===== src/design/swpr_pkg.sv =====
// Package for the stop-and-wait packet receiver.
// Holds the field widths, codes, header offsets and the shared structs.
// No dependencies.
package swpr_pkg;

   localparam int DEFAULT_MAX_PACKET_BYTES = 1024;

   localparam int BYTE_W = 8;
   localparam int STATUS_W = 3;
   localparam int LEN_W = 10;
   localparam int KIND_W = 2;
   localparam int BIT_SEL_W = 4;
   localparam int CSR_INDEX_W = 2;
   localparam int STEP_W = 4;
   localparam int RSP_DATA_W = 24;

   // Header layout, byte offsets
   localparam int FLAGS_END = 2;
   localparam int CHECK_END = 4;
   localparam int HDR_BYTES = 8;

   // Ack packet constants
   localparam logic [BYTE_W-1:0] ACK_CHECK_FIX = 8'd8;
   localparam logic [BYTE_W-1:0] ACK_SIZE_LOW = 8'd8;

   // Result kinds
   localparam logic [KIND_W-1:0] KIND_PAYLOAD = 2'd0;
   localparam logic [KIND_W-1:0] KIND_VERDICT = 2'd1;
   localparam logic [KIND_W-1:0] KIND_ACK = 2'd2;

   // Verdict codes
   localparam logic [STATUS_W-1:0] ST_ACCEPTED = 3'd0;
   localparam logic [STATUS_W-1:0] ST_TOO_SHORT = 3'd1;
   localparam logic [STATUS_W-1:0] ST_NOT_DATA = 3'd2;
   localparam logic [STATUS_W-1:0] ST_BAD_CHECKSUM = 3'd3;
   localparam logic [STATUS_W-1:0] ST_BAD_SIZE = 3'd4;

   // Register indexes
   localparam logic [CSR_INDEX_W-1:0] REG_DATA_FLAG_BIT = 2'd0;
   localparam logic [CSR_INDEX_W-1:0] REG_SEQ_FLAG_BIT = 2'd1;
   localparam logic [CSR_INDEX_W-1:0] REG_ACK_FLAG_BIT = 2'd2;
   localparam logic [CSR_INDEX_W-1:0] REG_ACKNO_FLAG_BIT = 2'd3;

   localparam logic [BIT_SEL_W-1:0] RST_DATA_FLAG_BIT = 4'd15;
   localparam logic [BIT_SEL_W-1:0] RST_SEQ_FLAG_BIT = 4'd7;
   localparam logic [BIT_SEL_W-1:0] RST_ACK_FLAG_BIT = 4'd8;
   localparam logic [BIT_SEL_W-1:0] RST_ACKNO_FLAG_BIT = 4'd0;

   // Emit sequence: payload, verdict, then eight ack bytes
   localparam logic [STEP_W-1:0] STEP_PAYLOAD = 4'd0;
   localparam logic [STEP_W-1:0] STEP_VERDICT = 4'd1;
   localparam logic [STEP_W-1:0] STEP_ACK_FIRST = 4'd2;
   localparam logic [STEP_W-1:0] STEP_ACK_LAST = 4'd9;

   typedef struct packed {
      logic [BIT_SEL_W-1:0] data_bit;
      logic [BIT_SEL_W-1:0] seq_bit;
      logic [BIT_SEL_W-1:0] ack_bit;
      logic [BIT_SEL_W-1:0] ackno_bit;
   } cfg_type;

   // All results that one input word causes
   typedef struct packed {
      logic pay_valid;
      logic [BYTE_W-1:0] pay_byte;
      logic verdict_valid;
      logic [STATUS_W-1:0] status;
      logic [LEN_W-1:0] length;
      logic ack_number;
      logic ack_valid;
      logic [2*BYTE_W-1:0] reply_flags;
   } bundle_type;

endpackage


===== src/design/swpr_parser.sv =====
// Header capture, running checksum, byte count and verdict logic.
// Depends on swpr_pkg.
module swpr_parser
   import swpr_pkg::*;
#(
   parameter int MAX_PACKET_BYTES = DEFAULT_MAX_PACKET_BYTES
) (
   input  logic clock,
   input  logic reset,
   input  logic advance,
   input  logic [BYTE_W-1:0] rx_byte,
   input  logic rx_last,
   input  cfg_type cfg,
   output bundle_type bundle,
   output logic has_result
);

   localparam int CW = $clog2(MAX_PACKET_BYTES + 2);

   logic [CW-1:0] count_ff, count_in, count_nx;
   logic [BYTE_W-1:0] even_ff, even_in, even_nx;
   logic [BYTE_W-1:0] odd_ff, odd_in, odd_nx;
   logic [15:0] flags_ff, flags_in, flags_nx;
   logic [15:0] check_ff, check_in, check_nx;
   logic [31:0] size_ff, size_in, size_nx;

   logic in_range, over, size_ok, sum_ok, seq, an;
   logic [CW-1:0] rcvd;
   logic [STATUS_W-1:0] st;

   always_comb begin
      count_nx = count_ff;
      even_nx = even_ff;
      odd_nx = odd_ff;
      flags_nx = flags_ff;
      check_nx = check_ff;
      size_nx = size_ff;
      in_range = count_ff < CW'(MAX_PACKET_BYTES);
      if (in_range) begin
         if (count_ff < CW'(FLAGS_END)) begin
            flags_nx = {flags_ff[7:0], rx_byte};
         end else if (count_ff < CW'(CHECK_END)) begin
            check_nx = {check_ff[7:0], rx_byte};
         end else if (count_ff < CW'(HDR_BYTES)) begin
            size_nx = {size_ff[23:0], rx_byte};
         end
         // leave the checksum word itself out of the sum
         if (!(count_ff >= CW'(FLAGS_END) && count_ff < CW'(CHECK_END))) begin
            if (count_ff[0]) begin
               odd_nx = odd_ff ^ rx_byte;
            end else begin
               even_nx = even_ff ^ rx_byte;
            end
         end
         count_nx = count_ff + CW'(1);
      end else begin
         count_nx = CW'(MAX_PACKET_BYTES + 1);
      end
   end

   always_comb begin
      over = count_nx > CW'(MAX_PACKET_BYTES);
      rcvd = over ? CW'(MAX_PACKET_BYTES) : count_nx;
      seq = flags_nx[cfg.seq_bit];
      size_ok = !over && (size_nx == 32'(rcvd));
      sum_ok = (even_nx == check_nx[15:8]) && (odd_nx == check_nx[7:0]);
      st = !size_ok ? ST_BAD_SIZE : (!sum_ok ? ST_BAD_CHECKSUM : ST_ACCEPTED);
      an = (st == ST_ACCEPTED) ? seq : !seq;

      bundle = '0;
      bundle.pay_valid = in_range && (count_ff >= CW'(HDR_BYTES));
      bundle.pay_byte = rx_byte;
      if (rx_last) begin
         bundle.verdict_valid = 1'b1;
         if (rcvd < CW'(HDR_BYTES)) begin
            bundle.status = ST_TOO_SHORT;
         end else if (!flags_nx[cfg.data_bit]) begin
            bundle.status = ST_NOT_DATA;
            bundle.length = LEN_W'(rcvd - CW'(HDR_BYTES));
         end else begin
            bundle.status = st;
            bundle.length = LEN_W'(rcvd - CW'(HDR_BYTES));
            bundle.ack_number = an;
            bundle.ack_valid = 1'b1;
            bundle.reply_flags = (16'd1 << cfg.ack_bit) | (16'(an) << cfg.ackno_bit);
         end
      end
      has_result = bundle.pay_valid || bundle.verdict_valid;
   end

   // clear the packet state after every last byte
   always_comb begin
      count_in = count_ff;
      even_in = even_ff;
      odd_in = odd_ff;
      flags_in = flags_ff;
      check_in = check_ff;
      size_in = size_ff;
      if (advance) begin
         if (rx_last) begin
            count_in = '0;
            even_in = '0;
            odd_in = '0;
            flags_in = '0;
            check_in = '0;
            size_in = '0;
         end else begin
            count_in = count_nx;
            even_in = even_nx;
            odd_in = odd_nx;
            flags_in = flags_nx;
            check_in = check_nx;
            size_in = size_nx;
         end
      end
   end

   always_ff @(posedge clock) begin
      if (reset) begin
         count_ff <= '0;
         even_ff <= '0;
         odd_ff <= '0;
         flags_ff <= '0;
         check_ff <= '0;
         size_ff <= '0;
      end else begin
         count_ff <= count_in;
         even_ff <= even_in;
         odd_ff <= odd_in;
         flags_ff <= flags_in;
         check_ff <= check_in;
         size_ff <= size_in;
      end
   end

endmodule


===== src/design/swpr_emitter.sv =====
// Result register and emit sequencer: walks a bundle out one word per cycle if rsp_tready.
// Depends on swpr_pkg.
module swpr_emitter
   import swpr_pkg::*;
(
   input  logic clock,
   input  logic reset,
   input  logic load_en,
   input  bundle_type bundle,
   output logic free,
   output logic rsp_tvalid,
   input  logic rsp_tready,
   output logic [RSP_DATA_W-1:0] rsp_tdata, // out_byte, status, payload_length, ack_number
   output logic [KIND_W-1:0] rsp_tuser,     // out_kind
   output logic rsp_tlast                   // out_last
);

   logic busy_ff, busy_in;
   logic [STEP_W-1:0] step_ff, step_in, step_next;
   bundle_type bnd_ff, bnd_in;
   logic step_last, fin;
   logic [2:0] ack_k;
   logic [BYTE_W-1:0] fh, fl, ob;
   logic [STATUS_W-1:0] ost;
   logic [LEN_W-1:0] olen;
   logic oan;

   always_comb begin
      step_last = 1'b0;
      step_next = step_ff + STEP_W'(1);
      case (step_ff)
         STEP_PAYLOAD: step_last = !bnd_ff.verdict_valid;
         STEP_VERDICT: step_last = !bnd_ff.ack_valid;
         STEP_ACK_LAST: step_last = 1'b1;
         default: step_last = 1'b0;
      endcase
      fin = busy_ff && rsp_tready && step_last;
      free = !busy_ff || fin;
   end

   always_comb begin
      ack_k = 3'(step_ff - STEP_ACK_FIRST);
      fh = bnd_ff.reply_flags[15:8];
      fl = bnd_ff.reply_flags[7:0];
      ob = '0;
      ost = ST_ACCEPTED;
      olen = '0;
      oan = 1'b0;
      rsp_tuser = KIND_ACK;
      case (step_ff)
         STEP_PAYLOAD: begin
            rsp_tuser = KIND_PAYLOAD;
            ob = bnd_ff.pay_byte;
         end
         STEP_VERDICT: begin
            rsp_tuser = KIND_VERDICT;
            ost = bnd_ff.status;
            olen = bnd_ff.length;
            oan = bnd_ff.ack_number;
         end
         default: begin
            case (ack_k)
               3'd0: ob = fh;
               3'd1: ob = fl;
               3'd2: ob = fh;
               3'd3: ob = fl ^ ACK_CHECK_FIX;
               3'd7: ob = ACK_SIZE_LOW;
               default: ob = '0;
            endcase
         end
      endcase
      rsp_tvalid = busy_ff;
      rsp_tlast = step_last;
      rsp_tdata = {2'b00, oan, olen, ost, ob};
   end

   always_comb begin
      busy_in = busy_ff;
      step_in = step_ff;
      bnd_in = bnd_ff;
      if (load_en) begin
         busy_in = 1'b1;
         bnd_in = bundle;
         step_in = bundle.pay_valid ? STEP_PAYLOAD : STEP_VERDICT;
      end else if (fin) begin
         busy_in = 1'b0;
      end else if (busy_ff && rsp_tready) begin
         step_in = step_next;
      end
   end

   always_ff @(posedge clock) begin
      if (reset) begin
         busy_ff <= 1'b0;
         step_ff <= STEP_PAYLOAD;
      end else begin
         busy_ff <= busy_in;
         step_ff <= step_in;
      end
      bnd_ff <= bnd_in;
   end

   a_load_when_free: assert property (@(posedge clock) disable iff (reset)
      load_en |-> free)
      else $error("bundle loaded over one still being emitted");

   a_ack_has_verdict: assert property (@(posedge clock) disable iff (reset)
      (busy_ff && rsp_tuser == KIND_ACK) |-> (bnd_ff.verdict_valid && bnd_ff.ack_valid))
      else $error("ack word emitted without a verdict");

   a_idle_after_last: assert property (@(posedge clock) disable iff (reset)
      (fin && !load_en) |=> !busy_ff)
      else $error("emitter still busy after the last word");

endmodule


===== src/design/stop_wait_packet_receiver.sv =====
// Stop-and-wait packet receiver, top level: input register, flag registers,
// parser and emitter. Depends on swpr_pkg, swpr_parser and swpr_emitter.
// A word accepted on req passes the input register, then the emitter result register, to rsp.
// Throughput: one byte per cycle while each byte gives at most one result and rsp_tready.
// A last byte gives a verdict and, for data packets, an 8-word ack: the
// emitter holds the input register until all of these words are sent.
// Reset (synchronous): clears packet state, flags to defaults; no clearing pass.
module stop_wait_packet_receiver
   import swpr_pkg::*;
#(
   parameter int MAX_PACKET_BYTES = DEFAULT_MAX_PACKET_BYTES
) (
   input  logic clock,
   input  logic reset,
   // input stream, one datagram byte per word
   input  logic req_tvalid,
   output logic req_tready,
   input  logic [BYTE_W-1:0] req_tdata,      // rx_byte
   input  logic req_tlast,                   // rx_last
   // result stream
   output logic rsp_tvalid,
   input  logic rsp_tready,
   output logic [RSP_DATA_W-1:0] rsp_tdata,  // out_byte, status, payload_length, ack_number
   output logic [KIND_W-1:0] rsp_tuser,      // out_kind
   output logic rsp_tlast,                   // out_last
   // flag bit position registers
   input  logic csr_we,
   input  logic [CSR_INDEX_W-1:0] csr_index,
   input  logic [BIT_SEL_W-1:0] csr_wdata
);

   cfg_type cfg_ff, cfg_in;
   logic in_valid_ff, in_valid_in;
   logic [BYTE_W-1:0] in_byte_ff, in_byte_in;
   logic in_last_ff, in_last_in;
   logic advance, free, has_result;
   bundle_type bundle;

   // The user must write the flag registers only while the block is idle; not enforced.
   always_comb begin
      cfg_in = cfg_ff;
      if (csr_we) begin
         case (csr_index)
            REG_DATA_FLAG_BIT: cfg_in.data_bit = csr_wdata;
            REG_SEQ_FLAG_BIT: cfg_in.seq_bit = csr_wdata;
            REG_ACK_FLAG_BIT: cfg_in.ack_bit = csr_wdata;
            REG_ACKNO_FLAG_BIT: cfg_in.ackno_bit = csr_wdata;
            default: cfg_in = cfg_ff;
         endcase
      end
   end

   // Advance the held word into the parser once the emitter can take its
   // results; header bytes without results advance without loading anything.
   assign advance = in_valid_ff && free;
   assign req_tready = !in_valid_ff || advance;

   always_comb begin
      in_valid_in = in_valid_ff;
      in_byte_in = in_byte_ff;
      in_last_in = in_last_ff;
      if (req_tvalid && req_tready) begin
         in_valid_in = 1'b1;
         in_byte_in = req_tdata;
         in_last_in = req_tlast;
      end else if (advance) begin
         in_valid_in = 1'b0;
      end
   end

   always_ff @(posedge clock) begin
      if (reset) begin
         cfg_ff <= '{data_bit: RST_DATA_FLAG_BIT, seq_bit: RST_SEQ_FLAG_BIT,
                     ack_bit: RST_ACK_FLAG_BIT, ackno_bit: RST_ACKNO_FLAG_BIT};
         in_valid_ff <= 1'b0;
      end else begin
         cfg_ff <= cfg_in;
         in_valid_ff <= in_valid_in;
      end
      in_byte_ff <= in_byte_in;
      in_last_ff <= in_last_in;
   end

   swpr_parser #(
      .MAX_PACKET_BYTES(MAX_PACKET_BYTES)
   ) u_parser (
      .clock(clock),
      .reset(reset),
      .advance(advance),
      .rx_byte(in_byte_ff),
      .rx_last(in_last_ff),
      .cfg(cfg_ff),
      .bundle(bundle),
      .has_result(has_result)
   );

   swpr_emitter u_emitter (
      .clock(clock),
      .reset(reset),
      .load_en(advance && has_result),
      .bundle(bundle),
      .free(free),
      .rsp_tvalid(rsp_tvalid),
      .rsp_tready(rsp_tready),
      .rsp_tdata(rsp_tdata),
      .rsp_tuser(rsp_tuser),
      .rsp_tlast(rsp_tlast)
   );

endmodule

===== config.mk =====
export PLATFORM = sky130hd
export DESIGN_NAME = stop_wait_packet_receiver
export DESIGN_NICKNAME = d
export VERILOG_FILES = /design/src/design/swpr_pkg.sv /design/src/design/swpr_parser.sv /design/src/design/swpr_emitter.sv /design/src/design/stop_wait_packet_receiver.sv
export SDC_FILE = /design/constraint.sdc
export NUM_CORES = 1
export LEC_CHECK = 0
export BUFFER_PORTS_ARGS = -buffer_cell sky130_fd_sc_hd__buf_2
export CAP_MARGIN = 20
export CORE_ASPECT_RATIO = 1.5
export CORE_UTILIZATION = 40
export CTS_BUF_LIST = sky130_fd_sc_hd__clkbuf_16
export DETAILED_ROUTE_END_ITERATION = 8
export HOLD_SLACK_MARGIN = 0.1
export PLACE_DENSITY = 0.64
export RECOVER_POWER = 100
export SYNTH_ARGS = -nofsm -noshare
export SYNTH_HDL_FRONTEND = slang
export SYNTH_SLANG_ARGS = --single-unit

===== constraint.sdc =====
create_clock -name clock -period 3.78 [get_ports clock]
set_input_delay 0.756 -clock clock [delete_from_list [all_inputs] [get_ports clock]]
set_output_delay 0.756 -clock clock [all_outputs]
set_load 0.05 [all_outputs]

=== Yosys cells after proc, flatten, opt, wreduce, memory -nomap -nowiden ===
Cells that the tools add are included.

* Register bits: 162
* Input port bits: 20
* Output and inout port bits: 29
* Word-level logic and storage cells: 142

* Add/subtract/negate cells: 4
* Order comparisons: 10
* Eq/ne operators: 13
* Shifts and indexed selects: 2
* Mux-type cells: 50
* Bitwise logic cells: 6
* Reductions and logical operators: 33

{| class="wikitable"
|+ Operators by type and width
! operator !! number
|-
| $mux 32 || 6
|-
| $mux 16 || 7
|-
| $mux 8 || 8
|-
| $mux 11 || 3
|-
| $eq 32x11->1 || 1
|-
| $pmux 8 s4 || 1
|-
| $mux 28 || 1
|-
| $lt 11x4->1 const B || 2
|-
| $mux 18 || 1
|-
| $eq 8x8->1 || 2
|-
| $or 16x16->16 || 1
|-
| $pmux 8 s2 || 1
|-
| $shl 1x4->16 || 1
|-
| $shl 1x4->16 const A || 1
|-
| $xor 8x8->8 || 2
|-
| $mux 13 || 1
|-
| $mux 4 || 3
|-
| $add 11x1->11 const B || 1
|-
| $ge 11x2->1 const B || 1
|-
| $ge 11x4->1 const B || 1
|-
| $gt 11x11->1 const B || 1
|-
| $lt 11x11->1 const B || 1
|-
| $lt 11x2->1 const B || 1
|-
| $lt 11x3->1 const B || 1
|-
| 30 further kinds || 69
|}

=== Logic depth before layout (Yosys ltp) ===
Gate-level depths: netlist of run 1.

* Depth in word-level cells: 19
* Mapped depth: 15
* Depth with buffers taken out: 12

=== Cells and area by module ===
Synthesis of run 1 repeated with hierarchy kept, for this count alone.

* Cell total of the unflattened synthesis: 999
* Area, all modules: 9276.4 um^2

{| class="wikitable"
|+ Modules (own cells, without submodules)
! module !! times used !! cells each !! area each (um^2) !! seq. area each (um^2)
|-
| swpr_parser || 1 || 785 || 6319.8 || 1821.7
|-
| swpr_emitter || 1 || 135 || 1984.4 || 1301.2
|-
| stop_wait_packet_receiver || 1 || 79 || 972.2 || 610.6
|}

=== Worst setup path before layout of run 1 ===
Ideal clock, no wire load.

* Kind: reg2reg
* Start: register u_emitter.step_ff[1]
* End: register u_emitter.bnd_ff[0] (netlist bit), enable pin
* Setup time: 0.443 ns
* Arrival time: 3.844 ns
* Required time: 3.337 ns
* Path slack: -0.508 ns
* Cell stages (with the launch flop): 8
* Buffers on the path: 0
* Period minus slack after synthesis: 4.288 ns
* Cells stage by stage: dfxtp_1 > inv_1 > ha_1 > o21ai_0 > a21oi_1 > a21bo_2 > nand2_1 > nor2_1

* Longest elaborated chain between the ends: 6

{| class="wikitable"
|+ RTL lines
! element !! line !! source
|-
| start, declared || swpr_emitter.sv:19 || <nowiki>logic [STEP_W-1:0] step_ff, step_in, step_next;</nowiki>
|-
| start signal, assigned || swpr_emitter.sv:98 || <nowiki>step_ff <= step_in;</nowiki>
|-
| $eq 4x4->1 (tied with other cells) || swpr_emitter.sv:31 || <nowiki>case (step_ff)</nowiki>
|-
| $pmux 1 s3 * || swpr_emitter.sv:31 ||
|-
| named net rsp_tlast || stop_wait_packet_receiver.sv:25 || <nowiki>output logic rsp_tlast,</nowiki>
|-
| $logic_and 1x1->1 * || swpr_emitter.sv:37 || <nowiki>fin = busy_ff && rsp_tready && step_last;</nowiki>
|-
| $logic_or 1x1->1 * || swpr_emitter.sv:38 || <nowiki>free = !busy_ff || fin;</nowiki>
|-
| $logic_and 1x1->1 * || stop_wait_packet_receiver.sv:55 || <nowiki>assign advance = in_valid_ff && free;</nowiki>
|-
| $logic_and 1x1->1 * || stop_wait_packet_receiver.sv:100 || <nowiki>.load_en(advance && has_result),</nowiki>
|-
| end signal, assigned || swpr_emitter.sv:100 || <nowiki>bnd_ff <= bnd_in;</nowiki>
|-
| end, declared || swpr_emitter.sv:20 || <nowiki>bundle_type bnd_ff, bnd_in;</nowiki>
|}

The timed path passes the listed nets; every way through them passes the cells marked *.
A chain may end at the register's enable or synchronous reset.

=== Worst setup path after layout of run 1 ===
* Start: register u_parser.count_ff[3]
* End: register u_emitter.bnd_ff[13] (netlist bit) (data pin)

* Longest elaborated chain between the ends: 12

{| class="wikitable"
|+ RTL lines
! element !! line !! source
|-
| start, declared || swpr_parser.sv:20 || <nowiki>logic [CW-1:0] count_ff, count_in, count_nx;</nowiki>
|-
| start signal, assigned || swpr_parser.sv:127 || <nowiki>count_ff <= count_in;</nowiki>
|-
| parallel branches: the longest is 12 deep, another holds $add 11x1->11 || - ||
|}

Several ways; the timed one is not identified. The select of a mux whose other input is x is not followed.

==> metrics, run 1 <==
status finished with violations; failing checks max-capacitance violations, max-slew violations; R2R cell count 10; grt total ovfl 0; TritonCTS Buffers 17; setup slack after layout 0.180 ns; slowest cell delay on critical path 0.67 ns; Final setup viols 0; DRT Pass-1 Iters 6; Starting Density roughly 41%; Slew HR -83.8%; f_max about 280 MHz; Largest delay share family, worst path simple AND/OR/NAND/NOR gates; Tot GR Track Use roughly a fifth; RSZ-0062 raised after global routing false; maximum clock path buffer count 2; reg-to-reg startpoint u_parser.count_ff[3]; Final HPWL DP 17100 µm; Crit Path Class register to register; Crit Path Max Fanout 17; ys async rst share 0%; DP Worst Slack between 0.1 and 0.15 ns; Die X between 100 and 150 µm; most frequent cells in the layout 126 x nor2_1, 113 x dfxtp_1, 66 x a22oi_1; Die Y-Extent around 190 µm; Peak VDD IR approximately 0.00031 V; Pwr per Cell Area between 300 and 400 mW/mm²; hold_buf cts 0; Tmin final approximately 3.6 ns; synthesized area per cell 9.00 µm²; number of diodes 0; largest net degree at the start of global routing 60; post-synthesis sequential area ratio slightly above 40%; clk sinks between 150 and 200; critical path startpoint u_parser.count_ff[3]; #FFs+latches synth ~160; initial antenna violation count 0; WHS Path Cells 1; Iter 0 DRT Violations ~710; share of cells above drive strength 1 around an eighth; Switching Share roughly 25%; Post-Route Skew 0.00919 ns; power after layout slightly above 4 mW; critical path endpoint category register; Cells after Synth around 1000; setup bufs post-CTS 0; most common cell after layout, fill and taps aside nor2_1; Slew Limit Fails 76; RR Endpoint u_emitter.bnd_ff[13]; first-pass GRT wire length 39800 µm; die area 0.0237 mm²; vias per cell ~6; Slew @ Worst Pin between 2 and 3 ns; post-route DRC violation count 0; CP most frequent cell or4_4; core area roughly 0.022 mm²; Synth Cell Area a little over 0.009 mm²; worst path required time about 4.0 ns; Clock transition at path regs ~0.07 ns; CTS resizes 0; R2R Setup Slk about 0.18 ns; fin crit share 95.2%; Post-synth top flop dfxtp_1; HP Start cfg_ff[9]; Fill cells roughly 2100; vias in the first global route about 7600; Slowest cell on crit path or4_4; port bufs between 40 and 50; hold endpoint cfg_ff[9]; EDFF count, synth between 40 and 50; placer congestion estimate ~0.89; Vias approximately 8000; arrival time worst endpoint approximately 3.8 ns; Std-Cell Rows 67; final antenna-violating net count 0; TritonCTS clock tree done; clock network power share 44.7%; Root Buffer clkbuf_16; I/O pins just under 50; final net count between 1000 and 1500; P_leak 3.80 nW; final WL around 24000 µm; sequential share of power 46.3%; Buf+Inv Stages, Crit Path 1; # H-tree levels 4; P&R area growth vs syn 13.4%; setup_tns 0 ns; register area between 0.003 and 0.004 mm²; Hold Path Class register to register; worst-path cell chain or4_4 -> buf_4 -> o311ai_1 -> a31oi_1 -> nor4b_1 -> nand4_1 -> or4_4 -> nor2b_4 -> xnor2_4 -> o22ai_1; Int Power 3.01 mW; worst-skew pair later-pin latency about 0.44 ns; critical path startpoint category register; Ys Warns 0; Logic pwr share 9.0%; Sw Pwr ~1.0 mW; Multi-input gate area roughly 0.0050 mm²; Distinct cells, synth slightly below 80; final hold vios 0; routed length per instance 18.2 µm; max-cap viol count 2
==> worst max path at each step <==
stage | endpoint | slack (ns) | cells past startpoint
after floorplan | u_emitter.bnd_ff[0] | 0.20 | 7
after global placement | u_emitter.bnd_ff[4] | 0.19 | 9
after detailed placement | u_emitter.bnd_ff[4] | 0.13 | 9
after CTS | u_emitter.bnd_ff[13] | 0.12 | 10
after global routing | rsp_tdata[5] | 0.05 | 7
final | u_emitter.bnd_ff[13] | 0.18 | 10
==> kinds of logic after synthesis <==
group / share of synthesized area (%)
other: 0.0407
AO/OA/AOI/OAI: 20.6
buffers and inverters: 5.24
XOR/XNOR: 2.46
AND/OR/NAND/NOR: 23.7
flip-flops: 40.5
adder cells (fa/ha/maj): 1.22
multiplexers: 6.21
==> layout make-up <==
cell class / instances / area share (%)
Inverter: 26 / 0.934
Tap cell: 276 / 3.31
Multi-Input combinational cell: 751 / 48.1
Clock inverter: 13 / 1.38
Timing Repair Buffer: 99 / 6.00
Sequential cell: 162 / 35.7
Clock buffer: 19 / 4.55
==> registers in the layout, indices dropped and copies added (netlist names) <==
signal	flops
in_valid_ff	1
u_parser.size_ff	32
u_emitter.step_ff	4
u_parser.check_ff	16
u_emitter.rsp_tvalid	1
u_parser.odd_ff	8
u_emitter.bnd_ff	40
u_parser.even_ff	8
cfg_ff	16
in_last_ff	1
u_parser.flags_ff	16
u_parser.count_ff	11
in_byte_ff	8
==> synth_stat cells, drive strengths merged (6+ instances only) <==
library cell	n	area [µm²]
nor3	27	146
nor2	128	480
nor3b	12	90.1
a211o	8	70.1
o311ai	12	113
nor2b	36	233
a22oi	66	495
and2	17	106
xor2	12	105
a22o	15	131
and3	10	62.6
nand4	26	163
nand2b	14	87.6
buf	20	138
xnor2	13	121
nand2	42	158
nor4	15	139
mux2i	29	290
o21ai	34	170
clkbuf	66	248
a21oi	64	320
o2111ai	6	52.6
inv	26	97.6
a31oi	7	43.8
o22ai	13	81.3
dfxtp	113	2260
edfxtp	49	1470
ha	9	113
nand3	18	90.1
mux4	10	225
nand3b	25	188
==> stage by stage <==
step | instances | hold WS [ns] | cell area, µm² | util, %
floorplan | 1025 | 0.424 | 9220 | -
global placement | 1313 | 0.472 | 9870 | 44.0
detailed placement | 1313 | 0.479 | 9870 | 44.0
CTS | 1345 | 0.473 | 10500 | 46.7
global route | 1346 | 0.475 | 10400 | 46.5
finish | 1346 | 0.490 | 10400 | 46.5
==> routing by layer <==
metal  GRT usage (%)  share of wire, %  wire length, µm
met1            25.1                42            10200
met2            37.1                50            12300
met3            3.37               4.6             1110
met4            10.9               3.4              840
met5               0                 0                0
==> power by group through the flow <==
stage	registers, mW	logic [mW]	clock network, mW
floorplan	1.88	0.275	0
global placement	1.90	0.359	0
detailed placement	1.90	0.360	0
CTS	1.87	0.362	1.84
global route	1.87	0.392	1.91
finish	1.87	0.361	1.80
Note: power is estimated with default switching activity, not from simulation.
==> inputs of run 2 (changes only) <==
clock period = 3.8 ns   (was 3.78 ns; I/O delays follow)
==> run 2 against run 1 <==
The run still ends with max-capacitance violations, max-slew violations left. Clock skew is essentially flat. Register-to-register slack improved by 0.03 ns. Non-clock buffer count grew 5.
==> metrics, run 2 (synthesis results as in run 1) <==
Top Registers u_emitter.bnd_ff x40, u_parser.size_ff x32; Clock transition at path regs around 0.06 ns; clk sinks between 150 and 200; Buf+Inv Stages, Crit Path 1; failing checks max-capacitance violations, max-slew violations; f_max between 200 and 300 MHz; critical path startpoint category register; final antenna-violating net count 0; maximum clock path buffer count 2; Slew HR -25.4%; DP Worst Slack roughly 0.17 ns; Crit Path Class register to register; CP most frequent cell or4_4; worst-skew pair later-pin latency between 0.4 and 0.5 ns; share of cells above drive strength 1 13.2%; Root Buffer clkbuf_16; P_leak between 3 and 4 nW; final hold slack ~0.50 ns; Final Non-Filler Cells roughly 1400; Vias approximately 8000; port bufs 46; Slowest cell on crit path or4_4; TritonCTS clock tree done; vias per cell approximately 6.0; TritonCTS Buffers 17; post-route DRC violation count 0; Post-Route Skew 0.00886 ns; most frequent cells in the layout 126 x nor2_1, 113 x dfxtp_1, 66 x a22oi_1; P&R area growth vs syn 12.9%; final WL roughly 25000 µm; worst path required time slightly below 4 ns; Final HPWL DP 17400 µm; die area 0.0237 mm²; Largest delay share family, worst path simple AND/OR/NAND/NOR gates; setup slack after layout 0.212 ns; number of diodes 0; Largest register FFs 40; worst-path cell chain or4_4 -> buf_4 -> o311ai_1 -> a21oi_1 -> nor4_1 -> o2111ai_1 -> or4_4 -> nor2b_4 -> xnor2_4 -> o21ai_0; most common cell after layout, fill and taps aside nor2_1; max-cap viol count 2; Iter 0 DRT Violations a little over 700; status finished with violations; routed length per instance 18.3 µm; placed cell count about 1300; core area 0.0225 mm²; final net count around 1100; Tot GR Track Use 21.0%; first-pass GRT wire length between 30000 and 40000 µm; initial antenna violation count 0; Layout Cell Area excl Fill a little over 0.01 mm²; setup bufs post-CTS 0; Crit Path Max Fanout 17; Peak VDD IR around 0.00028 V; Biggest register u_emitter.bnd_ff; largest net degree at the start of global routing 89; Area after DPL 0.00987 mm²; vias in the first global route a little over 7000; Die X between 100 and 150 µm; RSZ-0062 raised after global routing false; Hold Path Class primary input to register; slowest cell delay on critical path 0.69 ns; Final setup viols 0; Slew Limit Fails around 130; Pwr per Cell Area approximately 370 mW/mm²; fin crit share roughly 94%; post-layout utilization of the core 46.3%; arrival time worst endpoint around 3.7 ns; Tmin final about 3.6 ns; Starting Density about two fifths; final hold vios 0; # H-tree levels 4; I/O pins 49; power after layout about 3.9 mW; grt total ovfl 0; Die Y-Extent ~190 µm; placer congestion estimate a little under 0.9; Slew @ Worst Pin 1.88 ns; Std-Cell Rows 67; critical path endpoint category register; DRT Pass-1 Iters 6; setup_tns 0 ns
## run 2: routing by layer
metal  GRT usage, %  vias up  wire [µm]  part of all wire [%]
met2           37.9      233      12800                    52
met4           8.39        0        631                   2.5
li1               -     3892          -                     -
met5              0        -          0                     0
met3           3.00       38       1080                   4.4
met1           24.8     3903      10300                    41
## run 2: power by group
| group | internal [mW] | switching, mW | leakage (nW) |
|---|---|---|---|
| clock network | 0.934 | 0.725 | 0.284 |
| registers | 1.81 | 0.0476 | 1.38 |
| logic | 0.126 | 0.234 | 2.12 |
## run 2: timing repair
action	in CTS	in global routing
hold buffers	0	0
endpoints found under the setup margin	0	7
gates resized for setup	0	4
## run 2: final cells by class
type	count	area, µm²
clock inverters	14	114
multi-input cells	751	5030
repair buffers	104	628
clock buffers	18	450
inverters	26	97.6
well taps	276	345
fillers	2170	12100
flip-flops and latches	162	3730
## run 2: path summary, 6_finish.rpt
check	start	to	slack (ns)	cells past startpoint
setup reg to reg	u_parser.count_ff[4]	u_emitter.bnd_ff[3]	0.21	10
setup / recovery	u_parser.count_ff[4]	u_emitter.bnd_ff[3]	0.21	10
hold reg to reg	u_parser.size_ff[30]	u_parser.size_ff[30]	0.50	2
hold / removal	req_tdata[7]	in_byte_ff[7]	0.50	1
